--- src/pcf_pkg.sv ---
// shared types and constants of the pixel color filter
package pcf_pkg;

	localparam int CHAN_W = 8;
	localparam int CFG_INDEX_W = 3;
	localparam int CFG_DATA_W = 32;

	// filter modes
	localparam logic [2:0] MODE_NEGATIVE  = 3'd0;
	localparam logic [2:0] MODE_GRAYSCALE = 3'd1;
	localparam logic [2:0] MODE_THRESHOLD = 3'd2;
	localparam logic [2:0] MODE_REPLACE   = 3'd3;
	localparam logic [2:0] MODE_CONTRAST  = 3'd4;

	// register indexes
	localparam logic [CFG_INDEX_W-1:0] REG_MODE        = 3'd0;
	localparam logic [CFG_INDEX_W-1:0] REG_MATCH_COLOR = 3'd1;
	localparam logic [CFG_INDEX_W-1:0] REG_NEW_COLOR   = 3'd2;
	localparam logic [CFG_INDEX_W-1:0] REG_MARGIN      = 3'd3;
	localparam logic [CFG_INDEX_W-1:0] REG_GAIN        = 3'd4;

	localparam logic [15:0] GAIN_RESET = 16'd256;

	// Q16 luma weights, they sum to 65536
	localparam logic [15:0] W_RED   = 16'd13926;
	localparam logic [15:0] W_GREEN = 16'd46885;
	localparam logic [15:0] W_BLUE  = 16'd4725;

	// D*10000 <= m^2*195075*256 scaled down by 400 on both sides
	localparam logic [14:0] DIST_SCALE  = 15'd25;
	localparam logic [16:0] LIMIT_SCALE = 17'd124848;

	typedef struct packed {
		logic [2:0]  mode;
		logic [23:0] match_color;
		logic [31:0] new_color;
		logic [6:0]  margin_percent;
		logic [15:0] contrast_gain;
	} cfg_t;

	typedef logic [2:0][CHAN_W-1:0] rgb_t;

endpackage

--- src/pixel_color_filter_unit.sv ---
// Pixel color filter: one RGBA pixel in, one filtered pixel out.
// A pixel is taken at every clock edge with start high; busy stays low, so one pixel
// per cycle is sustained with no gaps. The result is on out_* for one cycle with done
// high, in input order; the longest path is the replace distance pipeline (squares,
// weighted products, sum, compare, output select).
// The receiver cannot stall. Registers are written through cfg_we / cfg_index /
// cfg_data and must only change while no pixel is in flight.
module pixel_color_filter_unit (
	input  logic                              clk,
	input  logic                              arst_n,
	input  logic                              start,
	output logic                              busy,
	input  logic [7:0]                        in_red,
	input  logic [7:0]                        in_green,
	input  logic [7:0]                        in_blue,
	input  logic [7:0]                        in_alpha,
	output logic                              done,
	output logic [7:0]                        out_red,
	output logic [7:0]                        out_green,
	output logic [7:0]                        out_blue,
	output logic [7:0]                        out_alpha,
	input  logic                              cfg_we,
	input  logic [pcf_pkg::CFG_INDEX_W-1:0]   cfg_index,
	input  logic [pcf_pkg::CFG_DATA_W-1:0]    cfg_data
);

	pcf_pkg::cfg_t cfg;

	logic valid_s1, valid_s2, valid_s3, valid_s4, valid_s5, valid_s6;
	logic transfer;

	pcf_pkg::rgb_t rgb_s1, rgb_s2, rgb_s3, rgb_s4, rgb_s5;
	logic [7:0]    alpha_s1, alpha_s2, alpha_s3, alpha_s4, alpha_s5;
	logic [7:0]    gray_s3, gray_s4, gray_s5;
	pcf_pkg::rgb_t con_s3, con_s4, con_s5;
	logic          match_s5;

	pcf_pkg::rgb_t rgb_sel;
	logic [7:0]    alpha_sel;
	logic [7:0]    bw;
	pcf_pkg::rgb_t rgb_s6;
	logic [7:0]    alpha_s6;

	assign busy = 1'b0;
	assign transfer = start && !busy;

	pcf_cfg_regs u_regs (
		.clk       (clk),
		.arst_n    (arst_n),
		.cfg_we    (cfg_we),
		.cfg_index (cfg_index),
		.cfg_data  (cfg_data),
		.cfg       (cfg)
	);

	always_ff @(posedge clk or negedge arst_n) begin
		if (!arst_n) begin
			valid_s1 <= 1'b0;
			valid_s2 <= 1'b0;
			valid_s3 <= 1'b0;
			valid_s4 <= 1'b0;
			valid_s5 <= 1'b0;
			valid_s6 <= 1'b0;
		end else begin
			valid_s1 <= transfer;
			valid_s2 <= valid_s1;
			valid_s3 <= valid_s2;
			valid_s4 <= valid_s3;
			valid_s5 <= valid_s4;
			valid_s6 <= valid_s5;
		end
	end

	always_ff @(posedge clk) begin
		rgb_s1   <= {in_red, in_green, in_blue};
		alpha_s1 <= in_alpha;
		rgb_s2   <= rgb_s1;
		alpha_s2 <= alpha_s1;
		rgb_s3   <= rgb_s2;
		alpha_s3 <= alpha_s2;
		rgb_s4   <= rgb_s3;
		alpha_s4 <= alpha_s3;
		rgb_s5   <= rgb_s4;
		alpha_s5 <= alpha_s4;
		gray_s4  <= gray_s3;
		gray_s5  <= gray_s4;
		con_s4   <= con_s3;
		con_s5   <= con_s4;
	end

	pcf_gray u_gray (
		.clk     (clk),
		.rgb_s1  (rgb_s1),
		.gray_s3 (gray_s3)
	);

	pcf_contrast u_contrast (
		.clk    (clk),
		.gain   (cfg.contrast_gain),
		.rgb_s1 (rgb_s1),
		.rgb_s3 (con_s3)
	);

	pcf_match u_match (
		.clk            (clk),
		.match_color    (cfg.match_color),
		.margin_percent (cfg.margin_percent),
		.rgb_s1         (rgb_s1),
		.match_s5       (match_s5)
	);

	// below mid gray goes black
	assign bw = gray_s5[7] ? 8'd255 : 8'd0;

	always_comb begin
		rgb_sel   = rgb_s5;
		alpha_sel = alpha_s5;
		unique case (cfg.mode)
			pcf_pkg::MODE_NEGATIVE:  rgb_sel = ~rgb_s5;
			pcf_pkg::MODE_GRAYSCALE: rgb_sel = {gray_s5, gray_s5, gray_s5};
			pcf_pkg::MODE_THRESHOLD: rgb_sel = {bw, bw, bw};
			pcf_pkg::MODE_REPLACE: begin
				if (match_s5) begin
					rgb_sel   = cfg.new_color[31:8];
					alpha_sel = cfg.new_color[7:0];
				end
			end
			pcf_pkg::MODE_CONTRAST:  rgb_sel = con_s5;
			default:                 rgb_sel = rgb_s5;
		endcase
	end

	always_ff @(posedge clk) begin
		rgb_s6   <= rgb_sel;
		alpha_s6 <= alpha_sel;
	end

	assign done      = valid_s6;
	assign out_red   = rgb_s6[2];
	assign out_green = rgb_s6[1];
	assign out_blue  = rgb_s6[0];
	assign out_alpha = alpha_s6;

endmodule

--- src/pcf_cfg_regs.sv ---
// configuration register file of the pixel color filter
module pcf_cfg_regs (
	input  logic                              clk,
	input  logic                              arst_n,
	input  logic                              cfg_we,
	input  logic [pcf_pkg::CFG_INDEX_W-1:0]   cfg_index,
	input  logic [pcf_pkg::CFG_DATA_W-1:0]    cfg_data,
	output pcf_pkg::cfg_t                     cfg
);

	pcf_pkg::cfg_t cfg_q;

	always_ff @(posedge clk or negedge arst_n) begin
		if (!arst_n) begin
			cfg_q.mode           <= pcf_pkg::MODE_NEGATIVE;
			cfg_q.match_color    <= '0;
			cfg_q.new_color      <= '0;
			cfg_q.margin_percent <= '0;
			cfg_q.contrast_gain  <= pcf_pkg::GAIN_RESET;
		end else if (cfg_we) begin
			unique case (cfg_index)
				pcf_pkg::REG_MODE:        cfg_q.mode           <= cfg_data[2:0];
				pcf_pkg::REG_MATCH_COLOR: cfg_q.match_color    <= cfg_data[23:0];
				pcf_pkg::REG_NEW_COLOR:   cfg_q.new_color      <= cfg_data;
				pcf_pkg::REG_MARGIN:      cfg_q.margin_percent <= cfg_data[6:0];
				pcf_pkg::REG_GAIN:        cfg_q.contrast_gain  <= cfg_data[15:0];
				default:                  cfg_q <= cfg_q;
			endcase
		end
	end

	assign cfg = cfg_q;

endmodule

--- src/pcf_gray.sv ---
// luma pipeline: weighted products, then truncated sum
module pcf_gray (
	input  logic                        clk,
	input  pcf_pkg::rgb_t               rgb_s1,
	output logic [pcf_pkg::CHAN_W-1:0]  gray_s3
);

	logic [23:0] prod_r_s2, prod_g_s2, prod_b_s2;
	logic [23:0] sum;

	always_ff @(posedge clk) begin
		prod_r_s2 <= {8'd0, pcf_pkg::W_RED}   * {16'd0, rgb_s1[2]};
		prod_g_s2 <= {8'd0, pcf_pkg::W_GREEN} * {16'd0, rgb_s1[1]};
		prod_b_s2 <= {8'd0, pcf_pkg::W_BLUE}  * {16'd0, rgb_s1[0]};
	end

	// weights sum to 1.0 in Q16 so this never carries out of 24 bits
	assign sum = prod_r_s2 + prod_g_s2 + prod_b_s2;

	always_ff @(posedge clk) begin
		gray_s3 <= sum[23:16];
	end

endmodule

--- src/pcf_contrast.sv ---
// contrast pipeline: Q8.8 gain around mid gray, floor and clamp
module pcf_contrast (
	input  logic           clk,
	input  logic [15:0]    gain,
	input  pcf_pkg::rgb_t  rgb_s1,
	output pcf_pkg::rgb_t  rgb_s3
);

	logic signed [25:0] prod_s2 [3];
	logic signed [8:0]  diff [3];
	logic signed [17:0] lvl [3];

	always_comb begin
		for (int i = 0; i < 3; i++) begin
			diff[i] = $signed({1'b0, rgb_s1[i]}) - 9'sd128;
		end
	end

	always_ff @(posedge clk) begin
		for (int i = 0; i < 3; i++) begin
			prod_s2[i] <= $signed({1'b0, gain}) * diff[i];
		end
	end

	// arithmetic shift gives the floor for negative products too
	always_comb begin
		for (int i = 0; i < 3; i++) begin
			lvl[i] = prod_s2[i][25:8] + 18'sd128;
		end
	end

	always_ff @(posedge clk) begin
		for (int i = 0; i < 3; i++) begin
			if (lvl[i][17]) begin
				rgb_s3[i] <= '0;
			end else if (lvl[i] > 18'sd255) begin
				rgb_s3[i] <= 8'd255;
			end else begin
				rgb_s3[i] <= lvl[i][7:0];
			end
		end
	end

endmodule

--- src/pcf_match.sv ---
// redmean distance pipeline for color replace
module pcf_match (
	input  logic           clk,
	input  logic [23:0]    match_color,
	input  logic [6:0]     margin_percent,
	input  pcf_pkg::rgb_t  rgb_s1,
	output logic           match_s5
);

	logic [7:0]  mr, mg, mb;
	logic [7:0]  dr, dg, db;
	logic [8:0]  rsum;
	logic [7:0]  rm;
	logic [9:0]  wr_coef, wb_coef;

	logic [15:0] dr2_s2, dg2_s2, db2_s2;
	logic [14:0] coef_r_s2, coef_b_s2;
	logic [13:0] msq_s2;

	logic [30:0] wr_s3, wg_s3, wb_s3, lim_s3;
	logic [32:0] d25_s4;
	logic [30:0] lim_s4;

	function automatic logic [7:0] abs_diff(input logic [7:0] a, input logic [7:0] b);
		abs_diff = (a > b) ? (a - b) : (b - a);
	endfunction

	assign mr = match_color[23:16];
	assign mg = match_color[15:8];
	assign mb = match_color[7:0];

	assign dr = abs_diff(rgb_s1[2], mr);
	assign dg = abs_diff(rgb_s1[1], mg);
	assign db = abs_diff(rgb_s1[0], mb);
	assign rsum = {1'b0, rgb_s1[2]} + {1'b0, mr};
	assign rm = rsum[8:1];
	assign wr_coef = 10'd512 + {2'b0, rm};
	assign wb_coef = 10'd767 - {2'b0, rm};

	always_ff @(posedge clk) begin
		dr2_s2    <= {8'd0, dr} * {8'd0, dr};
		dg2_s2    <= {8'd0, dg} * {8'd0, dg};
		db2_s2    <= {8'd0, db} * {8'd0, db};
		coef_r_s2 <= {5'd0, wr_coef} * pcf_pkg::DIST_SCALE;
		coef_b_s2 <= {5'd0, wb_coef} * pcf_pkg::DIST_SCALE;
		msq_s2    <= {7'd0, margin_percent} * {7'd0, margin_percent};
	end

	// every term already carries the factor 25 of the scaled compare
	always_ff @(posedge clk) begin
		wr_s3  <= {16'd0, coef_r_s2} * {15'd0, dr2_s2};
		wg_s3  <= {15'd0, dg2_s2} * 31'd25600;
		wb_s3  <= {16'd0, coef_b_s2} * {15'd0, db2_s2};
		lim_s3 <= {17'd0, msq_s2} * {14'd0, pcf_pkg::LIMIT_SCALE};
	end

	always_ff @(posedge clk) begin
		d25_s4 <= {2'b0, wr_s3} + {2'b0, wg_s3} + {2'b0, wb_s3};
		lim_s4 <= lim_s3;
	end

	// zero margin matches every pixel
	always_ff @(posedge clk) begin
		match_s5 <= (margin_percent == 7'd0) || (d25_s4 <= {2'b0, lim_s4});
	end

endmodule
--- config.mk ---
export PLATFORM = sky130hd
export DESIGN_NAME = pixel_color_filter_unit
export DESIGN_NICKNAME = d
export VERILOG_FILES = /design/src/pcf_pkg.sv /design/src/pixel_color_filter_unit.sv /design/src/pcf_cfg_regs.sv /design/src/pcf_gray.sv /design/src/pcf_contrast.sv /design/src/pcf_match.sv
export SDC_FILE = /design/constraint.sdc
export NUM_CORES = 2
export LEC_CHECK = 0
export ABC_AREA = 1
export BUFFER_PORTS_ARGS = -buffer_cell sky130_fd_sc_hd__buf_2
export CORE_MARGIN = 8
export CORE_UTILIZATION = 30
export CTS_CLUSTER_DIAMETER = 60
export CTS_CLUSTER_SIZE = 20
export DETAILED_ROUTE_END_ITERATION = 7
export SYNTH_ARGS = -nofsm -noshare
export SYNTH_HDL_FRONTEND = slang
export SYNTH_SLANG_ARGS = --single-unit
--- constraint.sdc ---
create_clock -name clk -period 8.2 [get_ports clk]
set_clock_uncertainty 0.2 [all_clocks]
set_input_delay 0.82 -clock clk [delete_from_list [all_inputs] [get_ports clk]]
set_output_delay 0.82 -clock clk [all_outputs]
set_load 0.02 [all_outputs]
# After elaboration in Yosys (flattened, before gate mapping)
# Memory sizes are Yosys's and may differ from the RTL's.
# Cells that the tools add are included.
# op_classes
n_addsub,19
shift,0
n_mul,16
n_reduce_logical,9
bitwise_logic,1
order_cmp,7
muxes,11
eq_ne,8
n_div,0
# op_table
cell,n
case mux 24 bit (5 select lines),1
multiplier 17 x 9 -> 26 bit,3
2-to-1 mux 8 bit,9
multiplier 15 x 16 -> 31 bit,2
adder 18 x 8 -> 18 bit (second input constant),3
greater-than comparator 18 x 9 -> 1 bit (second input constant),3
multiplier 8 x 8 -> 16 bit,3
subtractor 8 bit,6
multiplier 13 x 8 -> 21 bit (first input constant),2
adder 33 x 31 -> 33 bit,1
<= comparator 33 x 31 -> 1 bit,1
adder 31 x 31 -> 32 bit,1
multiplier 10 x 5 -> 15 bit (second input constant),2
multiplier 14 x 13 -> 27 bit (second input constant),1
subtractor 8 x 8 -> 9 bit (second input constant),3
adder 22 x 24 -> 24 bit,1
adder 24 x 21 -> 24 bit,1
greater-than comparator 8 bit,3
multiplier 16 x 8 -> 24 bit (first input constant),1
2-to-1 mux 24 bit,1
inverter 24 bit,1
multiplier 16 x 5 -> 21 bit (second input constant),1
multiplier 7 x 7 -> 14 bit,1
equality test 3 x 2 -> 1 bit (second input constant),4
9 further kinds,16
# totals
mem_bits_ro,0
latch_bits,0
memories,1
mem_bits_rw,78
register_bits,705
# mem_list
memory,words,word_bits,rd,rd_ports_with_merged_regs,write_ports,line,rtl
u_contrast.prod_s2,3,26,3,0,3,pcf_contrast.sv:9,logic signed [25:0] prod_s2 [3];

# Logic depth before layout (Yosys ltp)
# An unclocked memory read counts as a cell.
# depth
word_depth,4
ltp_mapped,34

# Cells and area by module
# Synthesis repeated with hierarchy kept, for this count alone.
# unflattened
cells_unflattened,9563
area_unflattened_um2,76697.3
# modules_own_cells
module,cells_each,n_inst,area_per_inst_um2
pcf_match,5273,1,40701.5
pcf_contrast,2196,1,16723.5
pcf_gray,1126,1,9121.2
pixel_color_filter_unit,601,1,6835.3
pcf_cfg_regs,367,1,3315.7

# Worst setup path after synthesis
# No wires, ideal clock.
# synth_path
kind,register to register
from,register rgb_s1[16] (netlist bit)
to,register u_match.dr2_s2[13]
path_slack_ns,2.189
arrival_ns,5.740
path_buffers,2
setup_ns,0.072
path_stages_with_launch,31
synth_period_minus_slack_ns,6.011
cell_sequence,dfxtp_1 buf_2 clkbuf_1 inv_1 ha_1 inv_1 fa_1 nand2_1 nand2_1 nand2_1 nand2_1 nand2_4 inv_4 nand2_1 nand2_2 inv_2 nor2_2 inv_1 fa_1 inv_1 fa_1 inv_1 fa_1 fa_1 inv_1 ha_1 a21oi_1 a21boi_0 o21ai_0 a21oi_1 xor2_1
# synth_via
elab_chain_len,3
word_cells_on_any_way,5
classes_between,2 x add/sub; 1 x mul; 1 x order compare; 1 x mux
# synth_lines
item,line,rtl
start: declaration,pixel_color_filter_unit.sv:32,"pcf_pkg::rgb_t rgb_s1, rgb_s2, rgb_s3, rgb_s4, rgb_s5;"
start signal: assignment,pixel_color_filter_unit.sv:75,"rgb_s1 <= {in_red, in_green, in_blue};"
subtractor 8 bit / greater-than comparator 8 bit (equally long branches),pcf_match.sv:25,abs_diff = (a > b) ? (a - b) : (b - a);
2-to-1 mux 8 bit *,pcf_match.sv:25,
multiplier 8 x 8 -> 16 bit *,pcf_match.sv:41,"dr2_s2 <= {8'd0, dr} * {8'd0, dr};"
end signal: assignment,pcf_match.sv:41,
end: declaration,pcf_match.sv:16,"logic [15:0] dr2_s2, dg2_s2, db2_s2;"
# Mark *: on every way between the ends. The rest lies on a longest branch, timed or not.
# A chain may end at the register's enable or synchronous reset.

# Worst setup path in the final report
# layout_path
from,register u_match.coef_r_s2[3]
to,register u_match.wr_s3[29]
# layout_via
elab_chain_len,1
# layout_lines
item,line,rtl
start: declaration,pcf_match.sv:17,"logic [14:0] coef_r_s2, coef_b_s2;"
start signal: assignment,pcf_match.sv:44,"coef_r_s2 <= {5'd0, wr_coef} * pcf_pkg::DIST_SCALE;"
multiplier 15 x 16 -> 31 bit,pcf_match.sv:51,"wr_s3 <= {16'd0, coef_r_s2} * {15'd0, dr2_s2};"
end signal: assignment,pcf_match.sv:51,
end: declaration,pcf_match.sv:20,"logic [30:0] wr_s3, wg_s3, wb_s3, lim_s3;"
# No other way between the ends.

==> flow_results.xml <==
<?xml version="1.0" encoding="UTF-8"?>
<metrics>
  <group name="clock_network">
    <metric name="clk_latency" unit="ps">710</metric>
    <metric name="clock_tree.buffer_depth" unit="">3</metric>
    <metric name="htreeDepth" unit="">3</metric>
    <metric name="path_clk_slew" unit="ps">80</metric>
    <metric name="cts_buf_count" unit="">82</metric>
    <metric name="tritoncts" unit="">yes</metric>
    <metric name="cts.sink_count" unit="">746</metric>
    <metric name="root_buffer" unit="">clkbuf_16</metric>
    <metric name="post_cts.resized_instances" unit="">0</metric>
  </group>
  <group name="yosys">
    <metric name="synth_seq_cells" unit="">746</metric>
    <metric name="ys_async_sr_fraction" unit="%">11.8</metric>
    <metric name="syn-cell-area" unit="µm²">74900</metric>
    <metric name="synth-main-ff-cell" unit="">dfxtp_1</metric>
    <metric name="yosys_warnings" unit="">0</metric>
    <metric name="synth.lib_cells_used.distinct" unit="">56</metric>
    <metric name="synthCells" unit="">9083</metric>
    <metric name="synth_enable_flop_cells" unit="">0</metric>
    <metric name="synth.yosys.seq_area_share" unit="%">20.5</metric>
    <metric name="avgSynthCellArea" unit="µm²">8.25</metric>
  </group>
  <group name="global_routing">
    <metric name="grt.overflow.total" unit="">0</metric>
    <metric name="grt_start_max_net_pins" unit="">57</metric>
    <metric name="globalRouteTotalUtil" unit="%">14.4</metric>
    <metric name="grt_first_pass_wirelength" unit="µm">310000</metric>
    <metric name="grt_pass1_vias" unit="">57800</metric>
    <metric name="grt_antenna_before_repair" unit="">22</metric>
  </group>
  <group name="finish">
    <metric name="fill_cells" unit="">26100</metric>
    <metric name="mostFrequentLayoutCell" unit="">inv_1</metric>
    <metric name="drive_above_1_share" unit="%">4.35</metric>
    <metric name="finish.utilization" unit="%">33.2</metric>
    <metric name="syn_to_final_growth" unit="%">10.0</metric>
    <metric name="final_net_count" unit="">11200</metric>
    <metric name="final_cell_mix" unit="">2,132 x inv_1, 1,928 x nand2_1, 1,021 x ha_1</metric>
    <metric name="stdcell_count" unit="">12600</metric>
  </group>
  <group name="place">
    <metric name="placement.io_buffers" unit="">103</metric>
    <metric name="dp_cells" unit="">12400</metric>
    <metric name="finalWeightedCongestion" unit="">0.917</metric>
    <metric name="dpl.hpwl" unit="µm">159000</metric>
  </group>
  <group name="worst_setup_path">
    <metric name="worst_ep_required" unit="ps">8570</metric>
    <metric name="endpoint_of_the_most_critical_register_to_register_path" unit="">u_match.wr_s3[29]$_DFF_P_</metric>
    <metric name="r2r.worst_path.cells" unit="">22</metric>
    <metric name="rr_startpoint" unit="">u_match.coef_r_s2[3]$_DFF_P_</metric>
    <metric name="timing.critical_path.to" unit="">u_match.wr_s3[29]$_DFF_P_</metric>
    <metric name="worst_ep_arrival_time" unit="ps">6590</metric>
    <metric name="r2r_slack" unit="ps">1980</metric>
    <metric name="setup.worst_path.start" unit="">u_match.coef_r_s2[3]$_DFF_P_</metric>
    <metric name="crit_type" unit="">register to register</metric>
    <metric name="crit_path_max_fanout" unit="">16</metric>
    <metric name="worstSetupStartpointType" unit="">register</metric>
    <metric name="cp-end-kind" unit="">register</metric>
  </group>
  <group name="timing">
    <metric name="layout_worst_path_cycle_share" unit="%">75.8</metric>
    <metric name="report.final.hold_viol_count" unit="">0</metric>
    <metric name="tightestPinTransition" unit="ps">1080</metric>
    <metric name="relSlewSlack" unit="%">28.3</metric>
    <metric name="maxSlewViolCount" unit="">0</metric>
    <metric name="timing.setup.tns" unit="ps">0</metric>
    <metric name="finalSetupViolations" unit="">0</metric>
    <metric name="grt_setup_unrepaired" unit="">no</metric>
    <metric name="final_period_minus_worst_setup_slack" unit="ps">6220</metric>
    <metric name="maxClockFrequency" unit="MHz">161</metric>
  </group>
  <group name="die">
    <metric name="core_region_area" unit="µm²">248000</metric>
    <metric name="ioPinCount" unit="">105</metric>
    <metric name="initial_core_util" unit="%">30.2</metric>
    <metric name="die-width" unit="µm">516</metric>
    <metric name="area_of_the_die" unit="µm²">266000</metric>
    <metric name="die_y" unit="µm">516</metric>
    <metric name="placementRows" unit="">183</metric>
  </group>
  <group name="status">
    <metric name="status" unit="">finished clean</metric>
  </group>
  <group name="route">
    <metric name="drt-pass1-iter-count" unit="">6</metric>
    <metric name="num_vias" unit="">56100</metric>
    <metric name="ant_nets" unit="">0</metric>
    <metric name="vias_per_cell" unit="">4.46</metric>
    <metric name="drt_wl_total" unit="µm">191000</metric>
    <metric name="drc" unit="">0</metric>
    <metric name="drt-initial-drc-count" unit="">3054</metric>
    <metric name="routedWlPerCell" unit="µm">15.2</metric>
  </group>
  <group name="hold_path">
    <metric name="holdCritPathClass" unit="">input pin to register</metric>
    <metric name="origin_of_the_worst_min_delay_path" unit="">in_blue[0]</metric>
  </group>
  <group name="run">
    <metric name="max_capacitance_violation_total" unit="">0</metric>
  </group>
</metrics>
[registers in the layout, summed over array words and instances, names as in the netlist, 19 cells and up]
| name | flops |
|---|---|
| u_regs.cfg | 82 |
| u_contrast.prod_s2 | 54 |
| u_match.d25_s4 | 33 |
| u_match.wb_s3 | 31 |
| u_match.wr_s3 | 31 |
| u_match.lim_s3 | 26 |
| u_match.lim_s4 | 26 |
| con_s4 | 24 |
| con_s5 | 24 |
| rgb_s1 | 24 |
| rgb_s3 | 24 |
| rgb_s4 | 24 |
| rgb_s5 | 24 |
| u_contrast.rgb_s3 | 24 |
| u_gray.prod_g_s2 | 24 |
| rgb_s2 | 22 |
| u_gray.prod_r_s2 | 20 |
| u_match.wg_s3 | 20 |
| u_gray.prod_b_s2 | 19 |
[critical path, cell delays in order, from the launching register on]
cell	delay, ps
dfxtp_1	800
buf_4	360
nand2_1	100
fa_1	510
inv_1	60
fa_1	500
fa_1	540
fa_1	440
fa_1	560
inv_1	60
fa_1	530
inv_1	40
ha_1	350
nand2_1	110
nor2_1	140
and3_1	190
nand4_1	80
nand3_1	190
nand2_1	80
inv_1	80
nor2_1	40
nand2_1	60
nand2_1	40
[cell families after synthesis]
kind of cell / count (synthesis) / synth area share (%)
AND/OR/NAND/NOR: 2770 / 15.0
buffers and inverters: 2355 / 11.9
adder cells (fa/ha/maj): 1936 / 41.5
AO/OA/AOI/OAI: 925 / 6.96
flip-flops: 746 / 20.5
XOR/XNOR: 333 / 3.92
multiplexers: 16 / 0.240
other: 2 / 0.0100
[layout make-up]
class | instances | area, µm² | share of cell area, %
multi-input cells | 6002 | 50800 | 61.6
flip-flops and latches | 746 | 15400 | 18.6
inverters | 2149 | 8070 | 9.79
well taps | 3330 | 4170 | 5.05
clock buffers | 88 | 2090 | 2.54
repair buffers | 170 | 1070 | 1.29
clock inverters | 64 | 842 | 1.02
diodes | 27 | 67.6 | 0.0819
[layer usage]
layer / vias up / global-route usage, % / part of all wire, %
met1: 27000 / 18.5 / 45
met2: 1001 / 25.2 / 48
met5: - / 0 / 0.014
met4: 4 / 4.63 / 3.4
li1: 27900 / - / -
met3: 285 / 1.74 / 3.8
[worst min-delay path by stage]
stage	endpoint	slack, ps	cells after the start
3_5_place_dp	gray_s5[0]$_DFF_P_	110	0
6_report	rgb_s1[0]$_DFF_P_	60	1
3_3_place_gp	gray_s5[3]$_DFF_P_	110	0
4_1_cts	rgb_s1[0]$_DFF_P_	9	1
2_1_floorplan	alpha_s2[0]$_DFF_P_	110	0
5_1_grt	rgb_s1[0]$_DFF_P_	6	1
[synth_stat cells (all sizes together), types with 9 or more instances]
library cell / instances / share of area (%)
mux2: 16 / 0.24
nor4: 17 / 0.14
nand3b: 9 / 0.090
a211oi: 11 / 0.11
fa: 915 / 24
a31oi: 32 / 0.27
a21o: 42 / 0.42
xor2: 248 / 2.9
o21a: 11 / 0.11
nand4: 61 / 0.52
buf: 20 / 0.16
a221oi: 25 / 0.29
xnor2: 85 / 0.99
o21bai: 42 / 0.42
clkbuf: 186 / 0.94
nor3: 74 / 0.51
a21boi: 12 / 0.12
dfxtp: 658 / 18
a21oi: 382 / 2.6
dfrtp: 87 / 2.9
or2: 9 / 0.075
nor2: 397 / 2.0
nand3: 232 / 1.6
ha: 1021 / 17
o21ai: 315 / 2.1
inv: 2149 / 11
o211ai: 34 / 0.34
nand2: 1959 / 10
[metrics by stage]
stage | setup slack (ps) | hold slack, ps | cell area [µm²]
floorplan | 2190 | 110 | 75000
global placement | 1990 | 110 | 79300
detailed placement | 1980 | 112 | 79300
CTS | 1950 | 9.20 | 82400
global route | 1640 | 5.89 | 82400
finish | 1980 | 60.2 | 82500
[what timing repair did]
item                                    4_1_cts  5_1_grt
hold buffers                                 17        0
buffers inserted                              0        0
endpoints found under the setup margin        0        0
hold endpoints to repair                     56        0
Power is left out: the tool's default activity adds up to more than one toggle a clock period on the data nets, which glitch-free logic cannot reach.
